File: src/rtl/core/ipid_pkg.sv
package ipid_pkg;

    localparam int CFG_IDX_W  = 3;
    localparam int CFG_DATA_W = 16;

    localparam logic [CFG_IDX_W-1:0] CFG_PROP_GAIN   = 3'd0;
    localparam logic [CFG_IDX_W-1:0] CFG_INTEG_GAIN  = 3'd1;
    localparam logic [CFG_IDX_W-1:0] CFG_DERIV_GAIN  = 3'd2;
    localparam logic [CFG_IDX_W-1:0] CFG_REVERSE_DIR = 3'd3;
    localparam logic [CFG_IDX_W-1:0] CFG_OUT_MIN     = 3'd4;
    localparam logic [CFG_IDX_W-1:0] CFG_OUT_MAX     = 3'd5;

    localparam logic ACTION_COMPUTE  = 1'b0;
    localparam logic ACTION_ACTIVATE = 1'b1;

    // values inside the block are scaled by 1000
    localparam logic signed [25:0] SCALE       = 26'sd1000;
    localparam logic [11:0]        DERIV_MULT  = 12'd10;
    localparam logic signed [15:0] DEFAULT_MIN = 16'sd0;
    localparam logic signed [15:0] DEFAULT_MAX = 16'sd255;

    // floor(x / 1000) == (x * RECIP_1000) >> RECIP_SHIFT for x < 2**25
    localparam logic [25:0] RECIP_1000  = 26'd34359739;
    localparam int          RECIP_SHIFT = 35;

    typedef struct packed {
        logic               action;
        logic [15:0]        measured;
        logic [15:0]        setpoint;
        logic signed [15:0] manual_output;
    } t_in;

    typedef struct packed {
        logic signed [15:0] drive;
        logic               computed;
    } t_out;

    typedef struct packed {
        logic [7:0]         prop_gain;
        logic [7:0]         integ_gain;
        logic [7:0]         deriv_gain;
        logic               reverse_dir;
        logic signed [15:0] out_min;
        logic signed [15:0] out_max;
    } t_cfg;

    typedef enum logic [1:0] {
        K_NOP,
        K_ACT,
        K_RUN
    } t_kind;

    typedef struct packed {
        t_kind              kind;
        logic signed [25:0] p_term;
        logic signed [29:0] d_term;
        logic signed [25:0] ki_err;
        logic signed [25:0] seed;
    } t_cmd;

endpackage

File: src/rtl/core/integer_pid_controller.sv
// channel   direction  handshake           payload
// input     in         i_valid / o_ready   i_in  (action, measured, setpoint, manual_output)
// result    out        o_valid / i_ready   o_out (drive, computed)
// config    in         i_cfg_we            i_cfg_idx, i_cfg_data
//
// one item per cycle while no result waits; items pass the queue, then stages 1 to 4
// the integrator add and clamp is a single register loop in the back end and sets the rate
// a two entry queue parts the front end from the back end; the back end pipeline halts
// as a whole while a result waits, and the input side stalls only once the queue is full
// synchronous active low reset: manual mode, integrator and last drive zero, out_max 255
module integer_pid_controller
    import ipid_pkg::*;
(
    input  logic                  i_clk,
    input  logic                  i_rst_n,
    input  logic                  i_valid,
    output logic                  o_ready,
    input  t_in                   i_in,
    output logic                  o_valid,
    input  logic                  i_ready,
    output t_out                  o_out,
    input  logic                  i_cfg_we,
    input  logic [CFG_IDX_W-1:0]  i_cfg_idx,
    input  logic [CFG_DATA_W-1:0] i_cfg_data
);

    t_cfg r_cfg;
    t_cmd w_front_cmd;
    t_cmd w_queue_cmd;
    logic w_push;
    logic w_full;
    logic w_queue_valid;
    logic w_pop;

    assign o_ready = !w_full;
    assign w_push  = i_valid && !w_full;

    always_ff @(posedge i_clk) begin
        if (!i_rst_n) begin
            r_cfg.prop_gain   <= '0;
            r_cfg.integ_gain  <= '0;
            r_cfg.deriv_gain  <= '0;
            r_cfg.reverse_dir <= 1'b0;
            r_cfg.out_min     <= DEFAULT_MIN;
            r_cfg.out_max     <= DEFAULT_MAX;
        end else if (i_cfg_we) begin
            case (i_cfg_idx)
                CFG_PROP_GAIN:   r_cfg.prop_gain   <= i_cfg_data[7:0];
                CFG_INTEG_GAIN:  r_cfg.integ_gain  <= i_cfg_data[7:0];
                CFG_DERIV_GAIN:  r_cfg.deriv_gain  <= i_cfg_data[7:0];
                CFG_REVERSE_DIR: r_cfg.reverse_dir <= i_cfg_data[0];
                CFG_OUT_MIN:     r_cfg.out_min     <= $signed(i_cfg_data);
                CFG_OUT_MAX:     r_cfg.out_max     <= $signed(i_cfg_data);
                default:         r_cfg             <= r_cfg;
            endcase
        end
    end

    ipid_front u_front (
        .i_clk   (i_clk),
        .i_rst_n (i_rst_n),
        .i_cfg   (r_cfg),
        .i_push  (w_push),
        .i_in    (i_in),
        .o_cmd   (w_front_cmd)
    );

    ipid_queue u_queue (
        .i_clk   (i_clk),
        .i_rst_n (i_rst_n),
        .i_push  (w_push),
        .i_cmd   (w_front_cmd),
        .o_full  (w_full),
        .i_pop   (w_pop),
        .o_valid (w_queue_valid),
        .o_cmd   (w_queue_cmd)
    );

    ipid_back u_back (
        .i_clk       (i_clk),
        .i_rst_n     (i_rst_n),
        .i_cfg       (r_cfg),
        .i_cmd_valid (w_queue_valid),
        .i_cmd       (w_queue_cmd),
        .o_pop       (w_pop),
        .o_valid     (o_valid),
        .i_ready     (i_ready),
        .o_out       (o_out)
    );

endmodule

File: src/rtl/core/ipid_front.sv
module ipid_front
    import ipid_pkg::*;
(
    input  logic i_clk,
    input  logic i_rst_n,
    input  t_cfg i_cfg,
    input  logic i_push,
    input  t_in  i_in,
    output t_cmd o_cmd
);

    logic              r_active;
    logic [15:0]       r_prev_measured;
    logic              n_active;
    logic [15:0]       n_prev_measured;

    logic signed [16:0] w_err;
    logic signed [16:0] w_dmeas;
    logic signed [8:0]  w_kp;
    logic signed [8:0]  w_ki;
    logic [11:0]        w_kd_mag;
    logic signed [12:0] w_kd;
    t_kind              w_kind;

    always_comb begin
        w_err    = $signed({1'b0, i_in.setpoint}) - $signed({1'b0, i_in.measured});
        w_dmeas  = $signed({1'b0, i_in.measured}) - $signed({1'b0, r_prev_measured});
        w_kd_mag = 12'(i_cfg.deriv_gain) * DERIV_MULT;
        if (i_cfg.reverse_dir) begin
            w_kp = -$signed({1'b0, i_cfg.prop_gain});
            w_ki = -$signed({1'b0, i_cfg.integ_gain});
            w_kd = -$signed({1'b0, w_kd_mag});
        end else begin
            w_kp = $signed({1'b0, i_cfg.prop_gain});
            w_ki = $signed({1'b0, i_cfg.integ_gain});
            w_kd = $signed({1'b0, w_kd_mag});
        end

        w_kind          = K_NOP;
        n_active        = r_active;
        n_prev_measured = r_prev_measured;
        if (i_in.action == ACTION_ACTIVATE) begin
            if (!r_active) begin
                w_kind          = K_ACT;
                n_active        = 1'b1;
                n_prev_measured = i_in.measured;
            end
        end else if (r_active) begin
            w_kind          = K_RUN;
            n_prev_measured = i_in.measured;
        end

        o_cmd.kind   = w_kind;
        o_cmd.p_term = 26'(w_kp) * 26'(w_err);
        o_cmd.ki_err = 26'(w_ki) * 26'(w_err);
        o_cmd.d_term = 30'(w_kd) * 30'(w_dmeas);
        o_cmd.seed   = 26'(i_in.manual_output) * SCALE;
    end

    always_ff @(posedge i_clk) begin
        if (!i_rst_n) begin
            r_active        <= 1'b0;
            r_prev_measured <= '0;
        end else if (i_push) begin
            r_active        <= n_active;
            r_prev_measured <= n_prev_measured;
        end
    end

endmodule

File: src/rtl/core/ipid_queue.sv
module ipid_queue
    import ipid_pkg::*;
(
    input  logic i_clk,
    input  logic i_rst_n,
    input  logic i_push,
    input  t_cmd i_cmd,
    output logic o_full,
    input  logic i_pop,
    output logic o_valid,
    output t_cmd o_cmd
);

    t_cmd       r_mem [2];
    logic       r_wr_ptr;
    logic       r_rd_ptr;
    logic [1:0] r_count;
    logic       w_do_push;
    logic       w_do_pop;

    assign o_full    = (r_count == 2'd2);
    assign o_valid   = (r_count != 2'd0);
    assign o_cmd     = r_mem[r_rd_ptr];
    assign w_do_push = i_push && !o_full;
    assign w_do_pop  = i_pop && o_valid;

    always_ff @(posedge i_clk) begin
        if (w_do_push) begin
            r_mem[r_wr_ptr] <= i_cmd;
        end
    end

    always_ff @(posedge i_clk) begin
        if (!i_rst_n) begin
            r_wr_ptr <= 1'b0;
            r_rd_ptr <= 1'b0;
            r_count  <= 2'd0;
        end else begin
            if (w_do_push) begin
                r_wr_ptr <= ~r_wr_ptr;
            end
            if (w_do_pop) begin
                r_rd_ptr <= ~r_rd_ptr;
            end
            case ({w_do_push, w_do_pop})
                2'b10:   r_count <= r_count + 2'd1;
                2'b01:   r_count <= r_count - 2'd1;
                default: r_count <= r_count;
            endcase
        end
    end

endmodule

File: src/rtl/core/ipid_back.sv
module ipid_back
    import ipid_pkg::*;
(
    input  logic i_clk,
    input  logic i_rst_n,
    input  t_cfg i_cfg,
    input  logic i_cmd_valid,
    input  t_cmd i_cmd,
    output logic o_pop,
    output logic o_valid,
    input  logic i_ready,
    output t_out o_out
);

    logic               w_en;
    logic signed [25:0] w_lo;
    logic signed [25:0] w_hi;

    logic signed [25:0] r_integ;
    logic signed [25:0] n_integ;
    logic signed [26:0] w_integ_sum;
    logic signed [25:0] w_integ_run;
    logic signed [25:0] w_integ_seed;

    logic               r_s1_valid;
    logic               r_s1_computed;
    logic signed [30:0] r_s1_pd;
    logic signed [25:0] r_s1_integ;

    logic signed [31:0] w_sum;
    logic signed [25:0] w_sum_clamped;
    logic               r_s2_valid;
    logic               r_s2_computed;
    logic signed [25:0] r_s2_sum;

    logic [25:0]        w_neg_sum;
    logic [24:0]        w_mag;
    logic               r_s3_valid;
    logic               r_s3_computed;
    logic               r_s3_neg;
    logic [50:0]        r_s3_prod;

    logic [15:0]        w_quot;
    logic signed [15:0] w_drive;
    logic signed [15:0] r_last_drive;
    logic               r_o_valid;
    t_out               r_out;

    assign w_en    = !r_o_valid || i_ready;
    assign o_pop   = w_en;
    assign o_valid = r_o_valid;
    assign o_out   = r_out;

    // scaled limits, falling back to the default range when out_min is not below out_max
    always_comb begin
        if (i_cfg.out_min < i_cfg.out_max) begin
            w_lo = 26'(i_cfg.out_min) * SCALE;
            w_hi = 26'(i_cfg.out_max) * SCALE;
        end else begin
            w_lo = 26'(DEFAULT_MIN) * SCALE;
            w_hi = 26'(DEFAULT_MAX) * SCALE;
        end
    end

    // stage 1: integrator update
    always_comb begin
        w_integ_sum = 27'(r_integ) + 27'(i_cmd.ki_err);
        if (w_integ_sum < 27'(w_lo)) begin
            w_integ_run = w_lo;
        end else if (w_integ_sum > 27'(w_hi)) begin
            w_integ_run = w_hi;
        end else begin
            w_integ_run = 26'(w_integ_sum);
        end

        if (i_cmd.seed < w_lo) begin
            w_integ_seed = w_lo;
        end else if (i_cmd.seed > w_hi) begin
            w_integ_seed = w_hi;
        end else begin
            w_integ_seed = i_cmd.seed;
        end

        case (i_cmd.kind)
            K_RUN:   n_integ = w_integ_run;
            K_ACT:   n_integ = w_integ_seed;
            default: n_integ = r_integ;
        endcase
    end

    // stage 2: output sum and clamp
    always_comb begin
        w_sum = 32'(r_s1_pd) + 32'(r_s1_integ);
        if (w_sum < 32'(w_lo)) begin
            w_sum_clamped = w_lo;
        end else if (w_sum > 32'(w_hi)) begin
            w_sum_clamped = w_hi;
        end else begin
            w_sum_clamped = 26'(w_sum);
        end
    end

    // stage 3: magnitude times reciprocal of the scale
    always_comb begin
        w_neg_sum = 26'(-r_s2_sum);
        w_mag     = r_s2_sum[25] ? w_neg_sum[24:0] : r_s2_sum[24:0];
    end

    // stage 4: quotient truncated toward zero
    always_comb begin
        w_quot = r_s3_prod[RECIP_SHIFT +: 16];
        if (r_s3_neg) begin
            w_drive = $signed(16'(-w_quot));
        end else begin
            w_drive = $signed(w_quot);
        end
    end

    always_ff @(posedge i_clk) begin
        if (w_en) begin
            r_s1_pd       <= 31'(i_cmd.p_term) - 31'(i_cmd.d_term);
            r_s1_integ    <= n_integ;
            r_s1_computed <= (i_cmd.kind == K_RUN);
            r_s2_sum      <= w_sum_clamped;
            r_s2_computed <= r_s1_computed;
            r_s3_prod     <= 51'(w_mag) * 51'(RECIP_1000);
            r_s3_neg      <= r_s2_sum[25];
            r_s3_computed <= r_s2_computed;
            if (r_s3_valid) begin
                r_out.computed <= r_s3_computed;
                r_out.drive    <= r_s3_computed ? w_drive : r_last_drive;
            end
        end
    end

    always_ff @(posedge i_clk) begin
        if (!i_rst_n) begin
            r_integ      <= '0;
            r_last_drive <= '0;
            r_s1_valid   <= 1'b0;
            r_s2_valid   <= 1'b0;
            r_s3_valid   <= 1'b0;
            r_o_valid    <= 1'b0;
        end else if (w_en) begin
            if (i_cmd_valid) begin
                r_integ <= n_integ;
            end
            if (r_s3_valid && r_s3_computed) begin
                r_last_drive <= w_drive;
            end
            r_s1_valid <= i_cmd_valid;
            r_s2_valid <= r_s1_valid;
            r_s3_valid <= r_s2_valid;
            r_o_valid  <= r_s3_valid;
        end
    end

endmodule
File: config.mk
export PLATFORM = sky130hd
export DESIGN_NAME = integer_pid_controller
export DESIGN_NICKNAME = d
export VERILOG_FILES = /design/src/rtl/core/ipid_pkg.sv /design/src/rtl/core/integer_pid_controller.sv /design/src/rtl/core/ipid_front.sv /design/src/rtl/core/ipid_queue.sv /design/src/rtl/core/ipid_back.sv
export SDC_FILE = /design/constraint.sdc
export NUM_CORES = 2
export LEC_CHECK = 0
export CORE_ASPECT_RATIO = 1.2
export CORE_MARGIN = 2
export CORE_UTILIZATION = 60
export CTS_CLUSTER_SIZE = 10
export DETAILED_ROUTE_END_ITERATION = 7
export DONT_BUFFER_PORTS = 1
export PLACE_DENSITY = 0.76
export SYNTH_ARGS = -nofsm -noshare
export SYNTH_HDL_FRONTEND = slang
export SYNTH_SLANG_ARGS = --single-unit
export TNS_END_PERCENT = 1
File: constraint.sdc
create_clock -name i_clk -period 25.8 [get_ports i_clk]
set_clock_uncertainty 0.1 [all_clocks]
set_input_delay 7.74 -clock i_clk [delete_from_list [all_inputs] [get_ports i_clk]]
set_output_delay 7.74 -clock i_clk [all_outputs]
set_load 0.02 [all_outputs]
==> summary.txt <==
global-route wire length before repair: 269 mm
Fmax: 0.0638 GHz
fillcell total: 8,702
share of post-route cells with drive strength above 1: 0.0534
main area contributors after synthesis: fa_1 26%, ha_1 18%, edfxtp_1 15%
Clock Sinks: 457
Slew HR: 0.112
Initial Util: 0.606
area leader, netlist: fa_1
Area growth, synth to finish: 5.49%
syn_area_per_cell: 9.71 um2
CTS root buffer: clkbuf_16
nets: 8,448
Inserted Clock Buffers: 54
Yosys top cell area share: 0.256
Pre-antenna DRT Iters: 6
Post-Synthesis Cells: 6,650
num rows: 131
Max stage delay on crit path: 0.58 ns
post-route cell area: 68,100 um2
vias: 48,170
Req. time, crit path: 26.07 ns
Final period util: 0.607
clock slew at reported path FFs: 0.06 ns
Die W: 303 um
# IOs: 92
Yosys cell types: 88
clk_lat worst skew: 0.66 ns
Max Root-Sink Buffers: 3
reg2reg path depth: 30
gr ovfl total: 0
Port Buffers: 0
placer congestion estimate: 1.04
WL per Instance: 21.0 um
Max Slew Vio Count: 0
H-Tree Depth: 2
critical path arrival: 15.93 ns
Buf/Inv on CP: 6
Setup Buffers After CTS: 0
Async SR Flop Fraction: 0
Final Hold Viols: 0
CTS resizes: 0
outcome: finished, final reports clean
pin count of the biggest net entering global routing: 61
ys flop type: edfxtp_1
Startpoint Class: input pin
Core Region: 107,000 um2
crit path capture type: register
DRC viols: 0
Routed WL: 169 mm
cell area after placement: 66,400 um2
drt initial violations: 3,495
Syn Nets: 8,477
RR Endpoint: u_back.r_s3_prod[49]$_DFFE_PN_
Slowest-stage cell, CP: fa_1
RR Startpoint: u_back.r_s2_sum[0]$_SDFFCE_PP0N_
initial antenna violation count: 1
CP Max Fanout: 10
Min-Delay Startpoint: u_back.r_s1_computed$_DFFE_PN_
Antenna Nets Post-Route: 0
vias in the first global route: 50,454
die area: 110,000 um2
dpl hpwl: 138 mm
Tot GR Track Use: 0.314
commonest non-fill, non-tap cell in the layout: inv_1
setup_tns: 0 ns
# setup viols final: 0
die height: 363 um
minimum clock period: 15.66 ns
via/cell ratio: 5.98
synth warn: 0
sequential element share of the synthesized area: 0.193
unrepaired setup endpoints after global routing: no
worst-margin pin slew: 1.32 ns
most frequent cells in the layout: 1,080 x inv_1, 927 x ha_1, 827 x fa_1
Post-synth EDFFs: 332
hold path depth: 0
Max Cap Viol: 0
CP top delay family: adder cells
CTS tree: done
worst min path class: reg -> reg
Yosys reg bits: 457
Mapped Area: 64,600 um2
CP Class: in -> reg
hold_buf cts: 0
WHS Endpoint: u_back.r_s2_computed$_DFFE_PN_
worst reg-to-reg setup slack: 15.28 ns
-- cell usage after synthesis (all sizes together), types with 15 or more instances --
cell / count
a211oi: 51
a21o: 102
a21oi: 289
a311oi: 24
a31o: 16
a31oi: 56
and2: 53
and3: 47
buf: 26
clkbuf: 148
dfxtp: 125
edfxtp: 332
fa: 827
ha: 927
inv: 1081
mux2: 109
mux2i: 104
nand2: 646
nand2b: 47
nand3: 87
nand4: 35
nor2: 402
nor2b: 40
nor3: 117
o2111ai: 16
o211ai: 41
o21a: 36
o21ai: 202
o21ba: 16
o21bai: 28
o31ai: 29
o41ai: 15
or2: 25
or3: 40
xnor2: 221
xor2: 96
-- cells by family after synthesis --
logic type | Yosys count | synth area share
AO/OA/AOI/OAI | 1051 | 0.107
buffers and inverters | 1261 | 0.0735
XOR/XNOR | 317 | 0.0430
AND/OR/NAND/NOR | 1597 | 0.112
flip-flops | 457 | 0.193
multiplexers | 213 | 0.0351
adder cells (fa/ha/maj) | 1754 | 0.436
-- through the flow --
step	worst slack, ns	hold WS (ns)	utilization	cells
6_report	10.14	0.326	0.639	8061
5_1_grt	9.64	0.333	0.639	8060
4_1_cts	10.23	0.324	0.639	8060
3_5_place_dp	9.57	0.310	0.623	7961
3_3_place_gp	9.82	0.304	0.623	7961
2_1_floorplan	10.59	0.300	-	6650
-- cell type report --
type / count / area [um2] / share of cell area
diodes: 1 / 2.50 / 0.0000367
clock buffers: 92 / 1560 / 0.0229
clock inverters: 7 / 138 / 0.00202
inverters: 1087 / 4080 / 0.0600
multi-input cells: 4932 / 47400 / 0.697
flip-flops and latches: 457 / 12500 / 0.183
well taps: 1396 / 1750 / 0.0256
repair buffers: 89 / 668 / 0.00981
-- worst max-delay path by stage --
stage,startpoint,to,slack (ns),depth (start not counted)
2_1_floorplan,i_in[32],u_queue.r_mem[0][78]$_DFFE_PP_,10.59,31
3_3_place_gp,i_in[16],u_queue.r_mem[0][47]$_DFFE_PP_,9.82,30
3_5_place_dp,i_in[16],u_queue.r_mem[0][104]$_DFFE_PP_,9.57,30
4_1_cts,i_in[16],u_queue.r_mem[0][104]$_DFFE_PP_,10.23,30
5_1_grt,i_in[32],u_queue.r_mem[0][78]$_DFFE_PP_,9.64,29
6_report,i_in[16],u_queue.r_mem[1][47]$_DFFE_PP_,10.14,30
-- per-layer routing --
| metal | vias up | GRT usage | wire (um) |
|---|---|---|---|
| li1 | 22288 | - | - |
| met1 | 23607 | 0.367 | 63100 |
| met2 | 1736 | 0.546 | 83200 |
| met3 | 537 | 0.0435 | 11000 |
| met4 | 2 | 0.188 | 12200 |
| met5 | - | 0 | 9 |
-- flip-flops by register name, summed over array words and instances (netlist names), named ones only --
register                 flops
u_queue.r_wr_ptr             1
u_back.r_s2_sum             26
u_queue.r_count              2
u_back.r_s2_valid            1
u_queue.r_rd_ptr             1
u_back.o_out                17
u_back.r_s2_computed         1
u_back.r_s3_neg              1
u_queue.r_mem              212
u_back.r_s1_valid            1
u_back.r_s1_pd              31
u_front.r_active             1
u_back.r_last_drive         16
u_back.r_s3_valid            1
u_front.r_prev_measured     16
u_back.r_integ              26
r_cfg                       57
u_back.r_s3_prod            16
u_back.r_s1_computed         1
u_back.r_s1_integ           26
u_back.r_s3_computed         1
u_back.o_valid               1
Power is left out: the tool's default activity adds up to more than one toggle a clock period on the data nets, which glitch-free logic cannot reach.
